==> config.mk <==
export PLATFORM = sky130hd
export DESIGN_NAME = query_frame_builder_crc16_unit
export DESIGN_NICKNAME = d
export VERILOG_FILES = /design/src/sv/qfb_pkg.sv /design/src/sv/qfb_front.sv /design/src/sv/qfb_fifo.sv /design/src/sv/qfb_back.sv /design/src/sv/query_frame_builder_crc16_unit.sv
export SDC_FILE = /design/constraint.sdc
export NUM_CORES = 1
export LEC_CHECK = 0
export BUFFER_PORTS_ARGS = -buffer_cell sky130_fd_sc_hd__buf_2
export CAP_MARGIN = 20
export CORE_MARGIN = 2
export CORE_UTILIZATION = 60
export DETAILED_ROUTE_END_ITERATION = 8
export PLACE_DENSITY = 0.79
export RECOVER_POWER = 25
export SLEW_MARGIN = 40
export SYNTH_ARGS = -nofsm -noshare
export SYNTH_HDL_FRONTEND = slang
export SYNTH_SLANG_ARGS = --single-unit
export TNS_END_PERCENT = 1
==> constraint.sdc <==
create_clock -name clk_i -period 4 [get_ports clk_i]
set_input_delay 0.8 -clock clk_i [delete_from_list [all_inputs] [get_ports clk_i]]
set_output_delay 0.8 -clock clk_i [all_outputs]
set_load 0.02 [all_outputs]
==> src/sv/qfb_pkg.sv <==
// ----------------------------------------------------------------------------
// qfb_pkg
// shared types, constants and byte/check helpers of the query frame builder
// ----------------------------------------------------------------------------
package qfb_pkg;

  localparam int unsigned FrameLen  = 21;
  localparam int unsigned BodyLen   = 19;
  localparam int unsigned IdxW      = $clog2(FrameLen);
  localparam logic [15:0] CheckPoly = 16'h1005;

  // frame byte offsets
  localparam logic [IdxW-1:0] OffLenHi  = IdxW'(0);
  localparam logic [IdxW-1:0] OffLenLo  = IdxW'(1);
  localparam logic [IdxW-1:0] OffVer0   = IdxW'(2);
  localparam logic [IdxW-1:0] OffVer1   = IdxW'(3);
  localparam logic [IdxW-1:0] OffHost   = IdxW'(4);
  localparam logic [IdxW-1:0] OffPad0   = IdxW'(5);
  localparam logic [IdxW-1:0] OffPad1   = IdxW'(6);
  localparam logic [IdxW-1:0] OffPad2   = IdxW'(7);
  localparam logic [IdxW-1:0] OffPad3   = IdxW'(8);
  localparam logic [IdxW-1:0] OffRoad   = IdxW'(9);
  localparam logic [IdxW-1:0] OffFrmId  = IdxW'(10);
  localparam logic [IdxW-1:0] OffType   = IdxW'(11);
  localparam logic [IdxW-1:0] OffOp0    = IdxW'(12);
  localparam logic [IdxW-1:0] OffOp1    = IdxW'(13);
  localparam logic [IdxW-1:0] OffOp2    = IdxW'(14);
  localparam logic [IdxW-1:0] OffClass  = IdxW'(15);
  localparam logic [IdxW-1:0] OffObject = IdxW'(16);
  localparam logic [IdxW-1:0] OffAttr   = IdxW'(17);
  localparam logic [IdxW-1:0] OffElem   = IdxW'(18);
  localparam logic [IdxW-1:0] OffChkHi  = IdxW'(19);
  localparam logic [IdxW-1:0] OffChkLo  = IdxW'(20);

  // fixed header byte values
  localparam logic [7:0] ByteZero   = 8'h00;
  localparam logic [7:0] ByteOne    = 8'h01;
  localparam logic [7:0] ByteFour   = 8'h04;
  localparam logic [7:0] ByteBodyLn = 8'(BodyLen);

  // configuration register indexes
  localparam logic [1:0] RegHostId    = 2'd0;
  localparam logic [1:0] RegRoadId    = 2'd1;
  localparam logic [1:0] RegQueryType = 2'd2;

  // one query with the configuration attached at acceptance
  typedef struct packed {
    logic [7:0] query_type;
    logic [7:0] road_id;
    logic [7:0] host_id;
    logic [7:0] element_num;
    logic [7:0] attribute_num;
    logic [7:0] object_num;
    logic [7:0] data_class;
  } query_t;

  // push handshake from the front into the queue
  typedef struct packed {
    logic valid;
    logic ready;
  } hs_t;

  // select the frame byte at offset idx
  function automatic logic [7:0] frame_byte_sel(logic [IdxW-1:0] idx, query_t q,
                                                logic [15:0] chk);
    logic [7:0] b;
    b = ByteZero;
    unique case (idx)
      OffLenHi:  b = ByteZero;
      OffLenLo:  b = ByteBodyLn;
      OffVer0:   b = ByteOne;
      OffVer1:   b = ByteOne;
      OffHost:   b = q.host_id;
      OffPad0:   b = ByteZero;
      OffPad1:   b = ByteZero;
      OffPad2:   b = ByteZero;
      OffPad3:   b = ByteZero;
      OffRoad:   b = q.road_id;
      OffFrmId:  b = ByteOne;
      OffType:   b = q.query_type;
      OffOp0:    b = ByteOne;
      OffOp1:    b = ByteOne;
      OffOp2:    b = ByteFour;
      OffClass:  b = q.data_class;
      OffObject: b = q.object_num;
      OffAttr:   b = q.attribute_num;
      OffElem:   b = q.element_num;
      OffChkHi:  b = chk[15:8];
      OffChkLo:  b = chk[7:0];
      default:   b = ByteZero;
    endcase
    return b;
  endfunction

  // check update over one byte, msb first
  function automatic logic [15:0] check_byte(logic [15:0] acc_in, logic [7:0] data);
    logic [15:0] acc;
    logic        top;
    acc = acc_in;
    for (int i = 7; i >= 0; i--) begin
      top = acc[15];
      acc = {acc[14:0], 1'b0};
      if (top) begin
        acc = acc ^ CheckPoly;
      end
      if (data[i]) begin
        acc = acc ^ CheckPoly;
      end
    end
    return acc;
  endfunction

endpackage

==> src/sv/qfb_front.sv <==
// ----------------------------------------------------------------------------
// qfb_front
// accepts queries, holds the configuration and tags each query with it
// ----------------------------------------------------------------------------
module qfb_front (
  input  logic            clk_i,
  input  logic            rst_ni,
  input  logic            cfg_we_i,
  input  logic [1:0]      cfg_idx_i,
  input  logic [7:0]      cfg_data_i,
  input  logic            in_valid_i,
  output logic            in_ready_o,
  input  logic [31:0]     in_data_i,
  output qfb_pkg::hs_t    push_o,
  input  logic            push_ready_i,
  output qfb_pkg::query_t entry_o
);

  logic [7:0]      host_id_q, road_id_q, query_type_q;
  logic            valid_q, valid_d;
  qfb_pkg::query_t entry_q;
  logic            accept;

  always_ff @(posedge clk_i or negedge rst_ni) begin
    if (!rst_ni) begin
      host_id_q    <= '0;
      road_id_q    <= '0;
      query_type_q <= '0;
    end else if (cfg_we_i) begin
      unique case (cfg_idx_i)
        qfb_pkg::RegHostId:    host_id_q    <= cfg_data_i;
        qfb_pkg::RegRoadId:    road_id_q    <= cfg_data_i;
        qfb_pkg::RegQueryType: query_type_q <= cfg_data_i;
        default: ;
      endcase
    end
  end

  assign in_ready_o = !valid_q || push_ready_i;
  assign accept     = in_valid_i && in_ready_o;

  always_comb begin
    valid_d = valid_q;
    if (accept) begin
      valid_d = 1'b1;
    end else if (push_ready_i) begin
      valid_d = 1'b0;
    end
  end

  always_ff @(posedge clk_i or negedge rst_ni) begin
    if (!rst_ni) begin
      valid_q <= 1'b0;
    end else begin
      valid_q <= valid_d;
    end
  end

  always_ff @(posedge clk_i) begin
    if (accept) begin
      entry_q.data_class    <= in_data_i[7:0];
      entry_q.object_num    <= in_data_i[15:8];
      entry_q.attribute_num <= in_data_i[23:16];
      entry_q.element_num   <= in_data_i[31:24];
      entry_q.host_id       <= host_id_q;
      entry_q.road_id       <= road_id_q;
      entry_q.query_type    <= query_type_q;
    end
  end

  assign push_o.valid = valid_q;
  assign push_o.ready = push_ready_i;
  assign entry_o      = entry_q;

endmodule

==> src/sv/qfb_fifo.sv <==
// ----------------------------------------------------------------------------
// qfb_fifo
// two-entry queue of tagged queries between front and back
// ----------------------------------------------------------------------------
module qfb_fifo (
  input  logic            clk_i,
  input  logic            rst_ni,
  input  logic            push_i,
  output logic            full_o,
  input  qfb_pkg::query_t wdata_i,
  input  logic            pop_i,
  output logic            empty_o,
  output qfb_pkg::query_t rdata_o
);

  qfb_pkg::query_t mem_q [2];
  logic            wr_ptr_q, rd_ptr_q;
  logic [1:0]      count_q, count_d;
  logic            do_push;

  assign full_o  = count_q[1];
  assign empty_o = (count_q == 2'd0);
  assign do_push = push_i && !full_o;
  assign rdata_o = mem_q[rd_ptr_q];

  always_comb begin
    count_d = count_q;
    if (do_push && !pop_i) begin
      count_d = count_q + 2'd1;
    end else if (!do_push && pop_i) begin
      count_d = count_q - 2'd1;
    end
  end

  always_ff @(posedge clk_i or negedge rst_ni) begin
    if (!rst_ni) begin
      wr_ptr_q <= 1'b0;
      rd_ptr_q <= 1'b0;
      count_q  <= 2'd0;
    end else begin
      count_q <= count_d;
      if (do_push) begin
        wr_ptr_q <= !wr_ptr_q;
      end
      if (pop_i) begin
        rd_ptr_q <= !rd_ptr_q;
      end
    end
  end

  always_ff @(posedge clk_i) begin
    if (do_push) begin
      mem_q[wr_ptr_q] <= wdata_i;
    end
  end

  // pop only from a filled queue
  assert property (@(posedge clk_i) disable iff (!rst_ni) pop_i |-> !empty_o)
    else $error("qfb_fifo: pop while empty");
  // occupancy never goes past two entries
  assert property (@(posedge clk_i) disable iff (!rst_ni) count_q != 2'd3)
    else $error("qfb_fifo: count overflow");

endmodule

==> src/sv/qfb_back.sv <==
// ----------------------------------------------------------------------------
// qfb_back
// serializes one query into a 21-byte frame and runs the check on the fly
// ----------------------------------------------------------------------------
module qfb_back (
  input  logic            clk_i,
  input  logic            rst_ni,
  input  logic            q_empty_i,
  input  qfb_pkg::query_t q_data_i,
  output logic            pop_o,
  output logic            out_valid_o,
  input  logic            out_ready_i,
  output logic [7:0]      out_byte_o,
  output logic            out_last_o
);

  logic [qfb_pkg::IdxW-1:0] cnt_q;
  logic [15:0]              crc_q;
  logic                     out_valid_q;
  logic [7:0]               out_byte_q;
  logic                     out_last_q;
  logic                     load;
  logic                     at_last;
  logic [7:0]               cur_byte;

  assign load     = !q_empty_i && (!out_valid_q || out_ready_i);
  assign at_last  = (cnt_q == qfb_pkg::OffChkLo);
  assign cur_byte = qfb_pkg::frame_byte_sel(cnt_q, q_data_i, crc_q);
  assign pop_o    = load && at_last;

  always_ff @(posedge clk_i or negedge rst_ni) begin
    if (!rst_ni) begin
      cnt_q       <= '0;
      crc_q       <= '0;
      out_valid_q <= 1'b0;
    end else begin
      if (load) begin
        out_valid_q <= 1'b1;
        if (at_last) begin
          cnt_q <= '0;
          crc_q <= '0;
        end else begin
          cnt_q <= cnt_q + 1'b1;
          if (cnt_q < qfb_pkg::OffChkHi) begin
            crc_q <= qfb_pkg::check_byte(crc_q, cur_byte);
          end
        end
      end else if (out_ready_i) begin
        out_valid_q <= 1'b0;
      end
    end
  end

  always_ff @(posedge clk_i) begin
    if (load) begin
      out_byte_q <= cur_byte;
      out_last_q <= at_last;
    end
  end

  assign out_valid_o = out_valid_q;
  assign out_byte_o  = out_byte_q;
  assign out_last_o  = out_last_q;

  // byte counter stays inside the frame
  assert property (@(posedge clk_i) disable iff (!rst_ni)
                   cnt_q <= qfb_pkg::OffChkLo)
    else $error("qfb_back: byte counter out of range");
  // a frame end restarts the counter and the check
  assert property (@(posedge clk_i) disable iff (!rst_ni)
                   pop_o |=> (cnt_q == '0) && (crc_q == '0))
    else $error("qfb_back: frame end did not restart");
  // loading the last byte pops the queue in the same cycle
  assert property (@(posedge clk_i) disable iff (!rst_ni)
                   load && at_last |-> pop_o && !q_empty_i)
    else $error("qfb_back: last byte without pop");

endmodule

==> src/sv/query_frame_builder_crc16_unit.sv <==
// ----------------------------------------------------------------------------
// query_frame_builder_crc16_unit
// builds a 21-byte query frame with a 16-bit check, one byte per transfer
// ----------------------------------------------------------------------------
// path: a query passes the front register, the queue and the back output register
// per query: 21 frame bytes, paced by the one-byte output channel
// the front register and two-entry queue take new queries while a frame drains
// reset: async active low, clears configuration to zero and empties all stages
// frame: header, four query bytes, check high byte, check low byte (tlast)
// ----------------------------------------------------------------------------
module query_frame_builder_crc16_unit (
  input  logic        clk_i,
  input  logic        rst_ni,
  // configuration write port
  input  logic        cfg_we_i,
  input  logic [1:0]  cfg_idx_i,      // 0 host_id, 1 road_id, 2 query_type
  input  logic [7:0]  cfg_data_i,
  // query input stream
  input  logic        s_axis_tvalid,
  output logic        s_axis_tready,
  input  logic [31:0] s_axis_tdata,   // data_class, object_num, attribute_num, element_num
  // frame byte output stream
  output logic        m_axis_tvalid,
  input  logic        m_axis_tready,
  output logic [7:0]  m_axis_tdata,   // frame_byte
  output logic        m_axis_tlast    // last_byte
);

  qfb_pkg::hs_t    push;
  qfb_pkg::query_t front_entry;
  qfb_pkg::query_t q_data;
  logic            q_full;
  logic            q_empty;
  logic            q_pop;

  // front: accepts the query and attaches the current configuration
  qfb_front u_front (
    .clk_i        (clk_i),
    .rst_ni       (rst_ni),
    .cfg_we_i     (cfg_we_i),
    .cfg_idx_i    (cfg_idx_i),
    .cfg_data_i   (cfg_data_i),
    .in_valid_i   (s_axis_tvalid),
    .in_ready_o   (s_axis_tready),
    .in_data_i    (s_axis_tdata),
    .push_o       (push),
    .push_ready_i (!q_full),
    .entry_o      (front_entry)
  );

  // short queue decouples query intake from frame output
  qfb_fifo u_fifo (
    .clk_i   (clk_i),
    .rst_ni  (rst_ni),
    .push_i  (push.valid),
    .full_o  (q_full),
    .wdata_i (front_entry),
    .pop_i   (q_pop),
    .empty_o (q_empty),
    .rdata_o (q_data)
  );

  // back: byte serializer with the running check
  qfb_back u_back (
    .clk_i       (clk_i),
    .rst_ni      (rst_ni),
    .q_empty_i   (q_empty),
    .q_data_i    (q_data),
    .pop_o       (q_pop),
    .out_valid_o (m_axis_tvalid),
    .out_ready_i (m_axis_tready),
    .out_byte_o  (m_axis_tdata),
    .out_last_o  (m_axis_tlast)
  );

  // a front entry moves only when the queue has room
  assert property (@(posedge clk_i) disable iff (!rst_ni)
                   push.valid && push.ready |-> !q_full)
    else $error("top: push into full queue");
  // a stalled byte and its tlast stay put until the transfer
  assert property (@(posedge clk_i) disable iff (!rst_ni)
                   m_axis_tvalid && !m_axis_tready |=>
                   m_axis_tvalid && $stable(m_axis_tdata) && $stable(m_axis_tlast))
    else $error("top: output changed while stalled");
  // output valid never rises unless the queue held a query beforehand
  assert property (@(posedge clk_i) disable iff (!rst_ni)
                   $rose(m_axis_tvalid) |-> $past(!q_empty))
    else $error("top: output valid without queued query");

endmodule

# == After elaboration in Yosys (flattened, before gate mapping) ==
# Memories as Yosys holds them, arrays and structs flattened.
# Cells that the tools add are included.
# W data, S select, Z words.
# word_totals
reg_bits,116
ramBits,112
input_bits,47
output_inout_bits,11
elab_cells,158
memories,1
# op_classes
addsub,3
order_cmp,1
eq_ne,19
muxes,73
bitwise,16
reduce_logical,26
# mem_list
name,depth,word_bits,rd,rd_ports_with_merged_regs,wr,line_no,rtl
u_fifo.mem_q,2,56,1,0,1,qfb_fifo.sv:16,qfb_pkg::query_t mem_q [2];
# ops
op,n
$mux W16,47
$mux W13,16
$pmux W8 S12,1
$not A3 Y3,16
$eq A5 B4 Y1 const B,7
$eq A5 B5 Y1 const B,5
$eq A5 B2 Y1 const B,2
$logic_not A1 Y1,8
$reduce_and A2 Y1,4
$logic_and A1 B1 Y1,6
$mux W1,6
$reduce_bool A2 Y1,3
$add A5 B1 Y5 const B,1
$eq A5 B1 Y1 const B,1
$eq A5 B3 Y1 const B,1
$lt A5 B5 Y1 const B,1
$mux W5,1
$reduce_or A5 Y1,1
$logic_not A2 Y1,2
$mux W2,2
$add A2 B1 Y2 const B,1
$eq A2 B1 Y1 const B,1
$eq A2 B2 Y1 const B,1
$logic_or A1 B1 Y1,2
2 further kinds,2

# == Depth between registers and ports, before layout ==
# Gate-level depths: netlist of run 1.
# logic_depth
ltp_word,79
ltp_mapped,12
depth_no_buf,10

# == By module ==
# From an unflattened synthesis of run 1, not the netlist that was laid out.
# unflattened
cells_unflattened,537
area_unflattened_um2,9270.1
# by_module_without_submodules
mod,n_inst,cells_each,area_per_inst_um2,seq_area_each_um2
qfb_fifo,1,191,4349.2,3463.3
qfb_front,1,113,2652.5,2307.2
qfb_back,1,232,2264.7,820.8
query_frame_builder_crc16_unit,1,1,3.8,0.0

# == Least setup slack after synthesis of run 1 ==
# No wires, ideal clock.
# synth_path
path_type,flip-flop to flip-flop
startpoint,register u_fifo.count_q[1]
endpoint,"memory u_fifo.mem_q[0][0] in the netlist's numbering, enable pin"
setup_time_ns,0.470
t_arrival_ns,2.947
required_time_ns,3.530
path_slack_ns,0.584
stages_incl_launch_ff,3
n_path_buf,0
period_less_slack_ns,3.416
cell_sequence,dfrtp_1 nand2b_1 nor2_1
# synth_via
elab_chain_cells,4
# synth_rtl
item,line_no,rtl
start: declaration,qfb_fifo.sv:18,"logic [1:0] count_q, count_d;"
start signal: assignment,qfb_fifo.sv:41,count_q <= count_d;
$logic_not A1 Y1,qfb_fifo.sv:23,assign do_push = push_i && !full_o;
$logic_and A1 B1 Y1,qfb_fifo.sv:23,
$mux W1,qfb_fifo.sv:52,if (do_push) begin
$mux W1 (implied by the code),qfb_fifo.sv:53,mem_q[wr_ptr_q] <= wdata_i;
end: declaration,qfb_fifo.sv:16,
# No other way between the ends.

# == Worst setup path in the final report of run 1 ==
# layout_path
startpoint,register u_back.cnt_q[0] in the netlist's numbering
endpoint,register u_back.crc_q[3]
# layout_via
elab_chain_cells,59
elab_cells_between_ends,78
cone_classes,order compare: 1; eq/ne: 16; mux: 55; bitwise: 3; reduce/logical: 3
# layout_rtl
item,line_no,rtl
start: declaration,qfb_back.sv:17,logic [qfb_pkg::IdxW-1:0] cnt_q;
start signal: assignment,qfb_back.sv:43,cnt_q <= cnt_q + 1'b1;
$eq A5 B2 Y1 / $eq A5 B4 Y1 (equally long branches),qfb_pkg.sv:68,unique case (idx)
$reduce_or A5 Y1 (no source line),--,
$pmux W8 S12,qfb_pkg.sv:68,
$mux W13,qfb_pkg.sv:106,if (data[i]) begin
$mux W16,qfb_back.sv:44,if (cnt_q < qfb_pkg::OffChkHi) begin
$mux W16,qfb_back.sv:39,if (at_last) begin
$mux W16,qfb_back.sv:37,if (load) begin
$mux W16,qfb_back.sv:44,
[... 43 more ...],--,
$mux W16,qfb_back.sv:37,
$mux W13,qfb_pkg.sv:103,if (top) begin
$mux W16,qfb_back.sv:44,
$mux W16,qfb_back.sv:39,
$mux W16,qfb_back.sv:37,
$mux W13,qfb_pkg.sv:106,
$mux W16,qfb_back.sv:44,
$mux W16,qfb_back.sv:39,
end signal: assignment,qfb_back.sv:45,"crc_q <= qfb_pkg::check_byte(crc_q, cur_byte);"
end: declaration,qfb_back.sv:18,logic [15:0] crc_q;
# Several ways; a longest one is shown, not always the timed one. The select of a mux whose other input is x is not followed.
# A chain may end at the register's enable or synchronous reset.

==> results of run 1 <==
==> power by group through the flow <==
| stage | Sequential (mW) | Clock, mW | Combinational, mW |
|---|---|---|---|
| after floorplan | 3.75 | 0 | 2.05 |
| after global placement | 3.79 | 0 | 2.57 |
| after detailed placement | 3.83 | 0 | 2.66 |
| after CTS | 3.80 | 2.21 | 2.67 |
| after global routing | 3.88 | 2.30 | 2.92 |
| final | 3.80 | 2.18 | 2.68 |
==> worst min path at each step <==
stage / start / to / cells after the start
final: rst_ni / u_front.valid_q / 1
after global routing: rst_ni / u_front.valid_q / 1
after CTS: rst_ni / u_front.valid_q / 1
after detailed placement: u_front.entry_o[37] / u_fifo.mem_q[0][37] / 0
after global placement: u_front.entry_o[25] / u_fifo.mem_q[0][25] / 0
after floorplan: u_front.road_id_q[0] / u_front.entry_o[40] / 0
==> cells by family after synthesis <==
family / Yosys count / share of synthesized area, %
flops: 228 / 71.14
simple gates: 132 / 8.467
compound gates: 91 / 6.806
mux: 82 / 9.277
buf+inv: 28 / 1.769
xor+xnor: 15 / 1.729
fa+ha+maj: 6 / 0.8102
==> through the flow <==
| stage | worst slack (ps) | instances | power, mW |
|---|---|---|---|
| finish | 663.2 | 859 | 8.666 |
| global placement | 870.7 | 815 | 6.363 |
| CTS | 731.6 | 859 | 8.680 |
| detailed placement | 754.9 | 815 | 6.496 |
| floorplan | 583.5 | 582 | 5.802 |
| global route | 491.7 | 859 | 9.098 |
==> state kept, by name, summed over array words and instances (netlist names) <==
register	cells
u_back.cnt_q	5
u_back.crc_q	16
u_back.out_byte_o	8
u_back.out_last_o	1
u_back.out_valid_o	1
u_fifo.count_q	2
u_fifo.mem_q	112
u_fifo.rd_ptr_q	1
u_fifo.wr_ptr_q	1
u_front.entry_o	56
u_front.host_id_q	8
u_front.query_type_q	8
u_front.road_id_q	8
u_front.valid_q	1
==> final cells by class <==
class / count / area share, %
Multi-Input combinational cell: 326 / 23.99
Sequential cell: 228 / 62.64
Clock inverter: 7 / 0.9154
Inverter: 6 / 0.2140
Tap cell: 188 / 2.235
Clock buffer: 37 / 6.562
Timing Repair Buffer: 67 / 3.447
==> Yosys cell counts (4+ instances only) <==
| cell type | number | area [um2] |
|---|---|---|
| and2_1 | 4 | 25.02 |
| nand4bb_1 | 6 | 67.56 |
| inv_1 | 5 | 18.77 |
| ha_1 | 6 | 75.07 |
| buf_4 | 6 | 45.04 |
| nand2_1 | 40 | 150.1 |
| buf_6 | 4 | 45.04 |
| nor2_1 | 21 | 78.83 |
| o22ai_1 | 18 | 112.6 |
| and3_1 | 6 | 37.54 |
| edfxtp_1 | 177 | 5315 |
| a21oi_1 | 12 | 60.06 |
| dfrtp_1 | 51 | 1276 |
| or3_1 | 4 | 25.02 |
| o211ai_1 | 8 | 60.06 |
| mux2_2 | 26 | 292.8 |
| buf_2 | 4 | 20.02 |
| mux2i_1 | 54 | 540.5 |
| o21ai_1 | 4 | 20.02 |
| clkbuf_1 | 6 | 22.52 |
| xnor2_1 | 10 | 87.58 |
| a21o_1 | 4 | 30.03 |
| nand3_1 | 4 | 20.02 |
| nor4_1 | 5 | 31.28 |
| nand2b_1 | 5 | 31.28 |
| a211oi_1 | 6 | 45.04 |
| o21ai_0 | 14 | 70.07 |
==> cell usage in the layout (no fill, tap or decap), types with 11 or more instances in the layout <==
master,count
a21oi_1,11
buf_2,56
buf_4,11
clkbuf_16,25
dfrtp_1,50
edfxtp_1,177
mux2_2,26
mux2i_1,54
nand2_1,40
nor2_1,20
o21ai_0,14
o22ai_1,18
==> metal layers <==
metal  wire [um]  global-route usage [%]  up-vias  share of wire (%)
met5           0                       0        -                  0
met4         377                   6.917        0                2.2
met3         973                   3.214       42                5.6
met2        8379                   35.86      193                 48
met1        7725                   31.67     2553                 44
li1            -                       -     2398                  -
==> qor.yml, run 1 <==
antenna_found_initial: 0
cts.path.max_buffers: 3
synth-seq-cells: 228
design.final.nets: 706
endpoint_kind: "flop"
die-width_um: 128.3
drc_errors: 0
dieArea_um2: 16450
routabilityCongestion: 0.9862
cts_resized: 0
required_ps: 4430
clock_power_share_pct: 25.2
pwr-share-seq_pct: 43.8
p_int_mw: 5.852
crit_type: "flop to flop"
r2r_setup_slack_ps: 660
cp-start-kind: "flop"
rr_worst_depth: 10
routedWlPerCell_um: 20.32
htreeDepth: 1
finalHoldViolCount: 0
io_buffers: 57
rr_endpoint: "u_back.crc_q[3]"
grt_max_degree: 46
crit_chain: "ha_1, and3_1, ha_1, inv_1, o22ai_1, nor4_1, mux2i_1, xor2_1, xnor3_1, o21ai_1"
fin_crit_ps: 3337
grt_setup_unrepaired: "no"
period_share_pct: 83.42
grt_pass1_wl_mm: 27.98
synth_fp_nets: 635
coreArea_um2: 15150
status: "finished, final reports clean"
drtAntennaViolNets: 0
grt_usage_pct: 22.17
grt_overflow: 0
ir_worst_vdd_mv: 0.4667
p_leak_nw: 3.950
yosysWarnings: 0
drive_gt1_share_pct: 21.76
cp.depth: 10
placed_area_um2: 9737
area_growth_pct: 13.60
io_pins: 58
setup-tns-final_ps: 0
cts-root-buf: "clkbuf_16"
final_util_pct: 69.49
die_y_um: 128.3
path_common_cell: "ha_1"
final_cell_area_um2: 10530
comb_power_share_pct: 31.0
cp-startpoint: "u_back.cnt_q[0]"
finalSetupViolations: 0
drv_slew: 0
drv_cap: 0
crit_slowest_cell: "nor4_1"
hp-class: "input pin to asynchronous set/reset pin"
slew-limit-headroom_pct: 50.99
synth_flop_cell: "edfxtp_1"
grt_pass1_vias: 5138
vias: 5186
ctsHoldBuffers: 0
detailed_place_hpwl_mm: 11.92
worstMarginPinSlew_ps: 728.4
num_rows: 45
cts_sinks: 228
tritoncts: "yes"
start_util_pct: 61.17
slowest_delay_ps: 580
async_flop_share_pct: 22.37
cp_max_fo: 11
crit_end: "u_back.crc_q[3]"
worstReg2RegStart: "u_back.cnt_q[0]"
crit_family: "simple AND/OR/NAND/NOR gates"
path_clk_slew_ps: 60
power.switching_mw: 2.814
clock.fmax_ghz: 0.2997
synth_cell_types: 74
power_density_nw_per_um2: 823.4
postCtsSetupBuffers: 0
synthCells: 582
synth_edf_count: 177
path_buf_inv: 1
multi_input_area_um2: 2525
final.fill_count: 953
netlist_area_um2: 9265
drt_pass1_iterations: 5
clock_latency_ps: 510
finClkSkew_ps: 8.908
p_sw_share_pct: 32.48
antennaDiodeCount: 0
hold_ws_ps: 297.9
crit_arrival_ps: 3770
drt_iter0_markers: 491
routed_wl_mm: 17.46
yosysSeqAreaShare_pct: 71.14
avgViaCountPerCell: 6.037
seq_area_um2: 6593
cts_made_buffers: 24
synth.avg_cell_area_um2: 15.92
(Power assumes the default switching activity.)
==> inputs of run 2 (changes only) <==
--- a/config.mk
+++ b/config.mk
@@ -5,6 +5,7 @@
 export SDC_FILE = /design/constraint.sdc
 export NUM_CORES = 1
 export LEC_CHECK = 0
+export ABC_AREA = 1
 export BUFFER_PORTS_ARGS = -buffer_cell sky130_fd_sc_hd__buf_2
 export CAP_MARGIN = 20
 export CORE_MARGIN = 2
==> constraint.sdc (replaced) <==
create_clock -name clk_i -period 3.5 [get_ports clk_i]
set_input_delay 0.7 -clock clk_i [delete_from_list [all_inputs] [get_ports clk_i]]
set_output_delay 0.7 -clock clk_i [all_outputs]
set_load 0.02 [all_outputs]
==> qor.yml, run 2 <==
hp-class: "input pin to asynchronous set/reset pin"  # unchanged
seq_area_um2: 6593  # unchanged
crit_type: "flop to flop"  # unchanged
grt_max_degree: 57  # was 46
ir_worst_vdd_mv: 0.4264  # was 0.4667 mV
worst_slack_ps: 879.5  # was 663.2 ps
cp_max_fo: 10  # was 11
finalSetupViolations: 0  # unchanged
worstMarginPinSlew_ps: 775.2  # was 728.4 ps
synth_flop_cell: "edfxtp_1"  # unchanged
drt_iter0_markers: 436  # was 491
top_register: "u_fifo.mem_q"  # unchanged
drt_pass1_iterations: 7  # was 5
largest_reg_flops: 112  # unchanged
vias: 6030  # was 5186
yosysSeqAreaShare_pct: 70.05  # was 71.14%
rr_worst_depth: 13  # was 10
tritoncts: "yes"  # unchanged
drv_slew: 0  # unchanged
clock_latency_ps: 510  # about the same
crit_arrival_ps: 3010  # was 3770 ps
synthMostInstantiatedCell: "nand2_1"  # was edfxtp_1
netlist_area_um2: 9409  # was 9265 um2
drtAntennaViolNets: 0  # unchanged
grt_pass1_vias: 5951  # was 5138
antenna_found_initial: 0  # unchanged
dieArea_um2: 16700  # was 16450 um2
synth_xor_area_share_pct: 1.210  # was 1.729%
yosysWarnings: 0  # unchanged
yosys.area_share.adder_pct: 0.7979  # was 0.8103%
synth-seq-cells: 228  # unchanged
postCtsSetupBuffers: 0  # unchanged
routabilityCongestion: 0.9399  # was 0.9862
endpoint_kind: "flop"  # unchanged
drive_gt1_share_pct: 15.15  # was 21.76%
status: "finished, final reports clean"  # unchanged
synth_top_cells_by_count: "nand2_1, edfxtp_1, inv_1"  # was edfxtp_1, mux2i_1, dfrtp_1
antennaDiodeCount: 0  # unchanged
async_flop_share_pct: 22.37  # unchanged
area_growth_pct: 13.06  # was 13.60%
avgViaCountPerCell: 5.313  # was 6.037
grt_usage_pct: 21.79  # was 22.17%
final.fill_count: 1040  # was 953
r2r_setup_slack_ps: 880  # was 660 ps
num_rows: 45  # unchanged
power_density_nw_per_um2: 927.0  # was 823.4 nW/um2
cts.path.max_buffers: 3  # unchanged
netlist.area_leader.share_pct: 56.49  # was 57.37%
path_clk_slew_ps: 70  # was 60 ps
finalHoldViolCount: 0  # unchanged
grt_setup_unrepaired: "no"  # unchanged
die-width_um: 129.2  # was 128.3 um
multi_input_area_um2: 2467  # was 2525 um2
die_y_um: 129.2  # was 128.3 um
start_util_pct: 61.66  # was 61.17%
final_common_cell: "nand2_1"  # was edfxtp_1
synth.avg_cell_area_um2: 11.19  # was 15.92 um2
coreArea_um2: 15260  # was 15150 um2
period_share_pct: 74.87  # was 83.42%
htreeDepth: 1  # unchanged
ctsHoldBuffers: 0  # unchanged
worstReg2RegStart: "u_back.cnt_q[0]"  # unchanged
setup-tns-final_ps: 0  # unchanged
synth_compound_area_share_pct: 2.952  # was 6.806%
design.final.nets: 961  # was 706
synth_edf_count: 177  # unchanged
finClkSkew_ps: 10.70  # was 8.908 ps
synth-simple-area-share_pct: 20.98  # was 8.467%
layout_common_cells: "nand2_1, edfxtp_1, buf_2"  # was edfxtp_1, buf_2, mux2i_1
yosysTopAreaCell: "edfxtp_1"  # unchanged
grt_overflow: 0  # unchanged
cts-root-buf: "clkbuf_16"  # unchanged
routed_wl_mm: 17.66  # was 17.46 mm
slew-limit-headroom_pct: 48.32  # was 50.99%
drc_errors: 0  # unchanged
io_pins: 58  # unchanged
cp-start-kind: "flop"  # unchanged
required_ps: 3890  # was 4430 ps
drv_cap: 0  # unchanged
clock.fmax_ghz: 0.3816  # was 0.2997 GHz
synth_cell_types: 32  # was 74
io_buffers: 57  # unchanged
detailed_place_hpwl_mm: 11.38  # was 11.92 mm
place_ws_ps: 949.6  # was 754.9 ps
synth_fp_nets: 894  # was 635
cts_made_buffers: 22  # was 24
fin_crit_ps: 2620  # was 3337 ps
rr_endpoint: "u_back.crc_q[3]"  # unchanged
cts_sinks: 228  # unchanged
synth_area_leaders: "edfxtp_1, nand2_1, dfrtp_1, nand3_1, inv_1"  # was edfxtp_1, dfrtp_1, mux2i_1, mux2_2, nand2_1
routedWlPerCell_um: 15.56  # was 20.32 um
cts_resized: 0  # unchanged
synthCells: 841  # was 582
synthMuxAreaShare_pct: 0  # was 9.278%
grt_pass1_wl_mm: 28.26  # was 27.98 mm
p_leak_nw: 4.622  # was 3.950 nW
synth_top_family_by_area: "simple AND/OR/NAND/NOR gates"  # was multiplexers
-- run 2: cell types whose count changed in the layout (fill, tap and decap cells not counted), sizes merged, moves of 7 or more --
cell    previous run  this run
nand2             41       348
mux2i             54         0
inv                6        59
nand3              5        48
mux2              28         0
nor2              21        43
o21ai             18        39
nand4              2        16
o22ai             18         4
o211ai            10         1
clkbuf            37        29
a21oi             12         5
-- run 2: how the worst max path moves through the flow --
stage	from	endpoint	slack, ps	cells after the start
finish	u_back.cnt_q[0]	u_back.crc_q[3]	880	13
CTS	u_back.cnt_q[0]	u_back.crc_q[3]	930	13
detailed placement	u_back.cnt_q[0]	u_back.crc_q[3]	950	13
floorplan	u_fifo.count_q[1]	u_fifo.mem_q[0][0]	60	3
global placement	m_axis_tready	u_back.crc_q[0]	1020	8
global route	u_back.cnt_q[0]	u_back.crc_q[13]	550	13
-- run 2: where the power goes --
part / leakage [nW] / internal [mW] / switching, mW
logic: 1.98 / 0.926 / 2.15
clock network: 0.357 / 1.45 / 0.972
registers: 2.29 / 3.92 / 0.448
total: 4.62 / 6.29 / 3.57
-- run 2: per-layer routing --
layer | vias to the layer above | track usage, % | routed length [um]
met2 | 231 | 35.26 | 8248
met5 | - | 0 | 0
met4 | 0 | 9.591 | 650
met3 | 60 | 4.418 | 1321
met1 | 2812 | 29.04 | 7443
li1 | 2927 | - | -
-- run 2: critical path, cell delays in order, from the launching register on --
cell and delay (ps):
dfrtp_1 420, ha_1 400, inv_1 100, nor2_1 120
ha_1 390, o21ai_0 130, o21ai_0 170, inv_1 90
nand3_1 170, nand3_1 140, nand2_1 170, nand2_1 70
nand3_1 80, nand2_1 60
-- run 2: per-stage QoR --
stage	utilization [%]	power [mW]	cells	hold WS [ps]	cell area, um2
after floorplan	-	6.671	841	404.4	9413
after global placement	64.84	7.324	1095	423.9	9893
after detailed placement	64.84	7.425	1095	432.3	9893
after CTS	69.72	9.842	1135	213.8	10640
after global routing	69.72	10.45	1135	227.8	10640
final	69.72	9.861	1135	193.5	10640
-- run 2: logic make-up (layout without fill, tap and decap cells) --
logic type	count (synthesis)	after routing
adder cells (fa/ha/maj)	6	6
AND/OR/NAND/NOR	462	462
XOR/XNOR	13	13
buffers and inverters	81	164
flip-flops	228	228
AO/OA/AOI/OAI	51	51
-- run 2: area by class of cell --
cell class | instances | share of cell area, %
sequential | 228 | 61.97
timing repair buffer | 65 | 3.246
clock inverter | 11 | 1.282
clock buffer | 29 | 5.716
multi-input combinational | 532 | 23.19
inverter | 59 | 2.105
tap | 211 | 2.482
==> inputs of run 3 (changes only) <==
==> constraint.sdc (replaced) <==
create_clock -name clk_i -period 2.6 [get_ports clk_i]
set_input_delay 0.52 -clock clk_i [delete_from_list [all_inputs] [get_ports clk_i]]
set_output_delay 0.52 -clock clk_i [all_outputs]
set_load 0.02 [all_outputs]
==> qor.yml, run 3 (synthesis results as in run 2) <==
hold_ws_ps: 174.3  # was 193.5 ps
design.final.nets: 972  # was 961
drt_iter0_markers: 477  # was 436
cp-start-kind: "flop"  # unchanged
die_y_um: 129.2  # unchanged
routedWlPerCell_um: 16.31  # was 15.56 um
power.total_mw: 13.44  # was 9.861 mW
endpoint_kind: "flop"  # unchanged
antennaDiodeCount: 0  # unchanged
grt_pass1_vias: 6258  # was 5951
crit_arrival_ps: 2800  # was 3010 ps
pwr-share-seq_pct: 43.2  # was 44.3%
place_inst: 1103  # was 1095
die-width_um: 129.2  # unchanged
finClkSkew_ps: 14.11  # was 10.70 ps
io_pins: 58  # unchanged
io_buffers: 57  # unchanged
grt_setup_unrepaired: "no"  # unchanged
cts_sinks: 228  # unchanged
clock_power_share_pct: 23.7  # was 24.5%
top_register: "u_fifo.mem_q"  # unchanged
ir_worst_vdd_mv: 0.6461  # was 0.4264 mV
cts_made_buffers: 24  # was 22
crit_chain: "ha_1, inv_1, nor2_1, ha_1, o21ai_0, o21ai_1, nor2_1, nand2_1, nor2_1, nand3_1, nand2_1, nand2_1, nand3_1, nand2_1"  # was ha_1, inv_1, nor2_1, ha_1, o21ai_0, o21ai_0, inv_1, nand3_1, nand3_1, nand2_1, nand2_1, nand3_1, nand2_1
drt_pass1_iterations: 5  # was 7
grt_max_degree: 60  # was 57
drv_slew: 0  # unchanged
placed_area_um2: 10030  # was 9893 um2
clock_latency_ps: 520  # was 510 ps
postCtsSetupBuffers: 0  # unchanged
final_cell_area_um2: 10790  # was 10640 um2
coreArea_um2: 15260  # unchanged
final_util_pct: 70.72  # was 69.72%
p_leak_nw: 4.695  # was 4.622 nW
crit_type: "flop to flop"  # unchanged
rr_worst_depth: 14  # was 13
start_util_pct: 61.66  # unchanged
dieArea_um2: 16700  # unchanged
drv_cap: 0  # unchanged
drc_errors: 0  # unchanged
r2r_setup_slack_ps: 210  # was 880 ps
cp-startpoint: "u_back.cnt_q[0]"  # unchanged
antenna_found_initial: 0  # unchanged
tritoncts: "yes"  # unchanged
htreeDepth: 1  # unchanged
path_buf_inv: 1  # was 2
crit_end: "u_back.crc_q[14]"  # was u_back.crc_q[3]
final_common_cell: "nand2_1"  # unchanged
path_common_cell: "nand2_1"
path_clk_slew_ps: 60  # was 70 ps
grt_pass1_wl_mm: 30.75  # was 28.26 mm
period_share_pct: 91.91  # was 74.87%
status: "finished, final reports clean"  # unchanged
p_sw_share_pct: 36.53  # was 36.17%
worstMarginPinSlew_ps: 589.4  # was 775.2 ps
grt_overflow: 0  # unchanged
rr_endpoint: "u_back.crc_q[14]"  # was u_back.crc_q[3]
crit_family: "simple AND/OR/NAND/NOR gates"  # unchanged
power.switching_mw: 4.909  # was 3.566 mW
detailed_place_hpwl_mm: 12.53  # was 11.38 mm
area_growth_pct: 14.68  # was 13.06%
largest_reg_flops: 112  # unchanged
comb_power_share_pct: 33.1  # was 31.2%
cts.path.max_buffers: 3  # unchanged
num_rows: 45  # unchanged
hp-class: "input pin to flop"  # was input pin to asynchronous set/reset pin
worst_slack_ps: 210.3  # was 879.5 ps
vias: 6122  # was 6030
crit_slowest_cell: "dfrtp_1"  # unchanged
power_density_nw_per_um2: 1245  # was 927.0 nW/um2
finalHoldViolCount: 0  # unchanged
layout_common_cells: "nand2_1, edfxtp_1, buf_2"  # unchanged
setup-tns-final_ps: 0  # unchanged
required_ps: 3010  # was 3890 ps
drive_gt1_share_pct: 15.58  # was 15.15%
fin_crit_ps: 2390  # was 2620 ps
clock.fmax_ghz: 0.4185  # was 0.3816 GHz
cp.depth: 14  # was 13
worstReg2RegStart: "u_back.cnt_q[0]"  # unchanged
cp_max_fo: 8  # was 10
slowest_delay_ps: 440  # was 420 ps
finalSetupViolations: 0  # unchanged
place_ws_ps: 276.6  # was 949.6 ps
cts-root-buf: "clkbuf_16"  # unchanged
drtAntennaViolNets: 0  # unchanged
grt_usage_pct: 23.57  # was 21.79%
finalNonFillerCells: 1148  # was 1135
avgViaCountPerCell: 5.333  # was 5.313
p_int_mw: 8.527  # was 6.294 mW
routabilityCongestion: 0.9630  # was 0.9399
routed_wl_mm: 18.73  # was 17.66 mm
slew-limit-headroom_pct: 60.66  # was 48.32%
[run 3: cell count changes in the layout (fill, tap and decap cells not counted), sizes merged]
| cell | delta |
|---|---|
| clkinvlp | -3 |
| bufinv | -2 |
| dlygate4sd3 | +1 |
| buf | +8 |
| clkbuf | +5 |
| clkinv | +4 |
[run 3: layer usage]
| metal | share of wire, % | global-route usage, % | routed length (um) | up-vias |
|---|---|---|---|---|
| met2 | 50 | 39.91 | 9321 | 219 |
| li1 | - | - | - | 2955 |
| met4 | 2.5 | 7.225 | 472 | 0 |
| met1 | 42 | 31.52 | 7825 | 2913 |
| met3 | 5.9 | 4.253 | 1109 | 35 |
| met5 | 0 | 0 | 0 | - |
[run 3: area by class of cell]
type,count,area [um2]
Tap cell,211,264.0
Fill cell,1053,4468
Timing Repair Buffer,74,493.0
Inverter,59,224.0
Multi-Input combinational cell,532,2470
Clock inverter,10,98.84
Clock buffer,34,648.1
Sequential cell,228,6593
[run 3: power groups by stage]
stage / logic [mW] / clock network, mW / registers (mW)
after global placement: 4.28 / 0 / 5.80
after global routing: 5.02 / 3.36 / 5.91
after detailed placement: 4.39 / 0 / 5.85
final: 4.44 / 3.18 / 5.81
after CTS: 4.42 / 3.23 / 5.80
after floorplan: 3.18 / 0 / 5.80
[run 3: worst reg2reg max path: stages, from the launching register on]
cell,delay [ps]
dfrtp_1,440
ha_1,240
inv_1,80
nor2_1,50
ha_1,330
o21ai_0,140
o21ai_1,100
nor2_1,170
nand2_1,90
nor2_1,230
nand3_1,110
nand2_1,120
nand2_1,80
nand3_1,70
nand2_1,50
[run 3: repair_timing]
item                                    in CTS  in global routing
gates resized for setup                      0                  1
hold buffers                                 1                  0
endpoints found under the setup margin       0                  1
hold endpoints to repair                    33                  0
[run 3: worst min path at each step]
stage / start / depth (start not counted) / end / slack [ps]
detailed placement: u_front.entry_o[25] / 0 / u_fifo.mem_q[1][25] / 430
finish: s_axis_tdata[5] / 1 / u_front.entry_o[5] / 170
floorplan: rst_ni / 0 / u_back.cnt_q[0] / 220
global placement: u_front.entry_o[49] / 0 / u_fifo.mem_q[1][49] / 420
CTS: s_axis_tdata[3] / 1 / u_front.entry_o[3] / 150
global route: s_axis_tdata[3] / 1 / u_front.entry_o[3] / 150
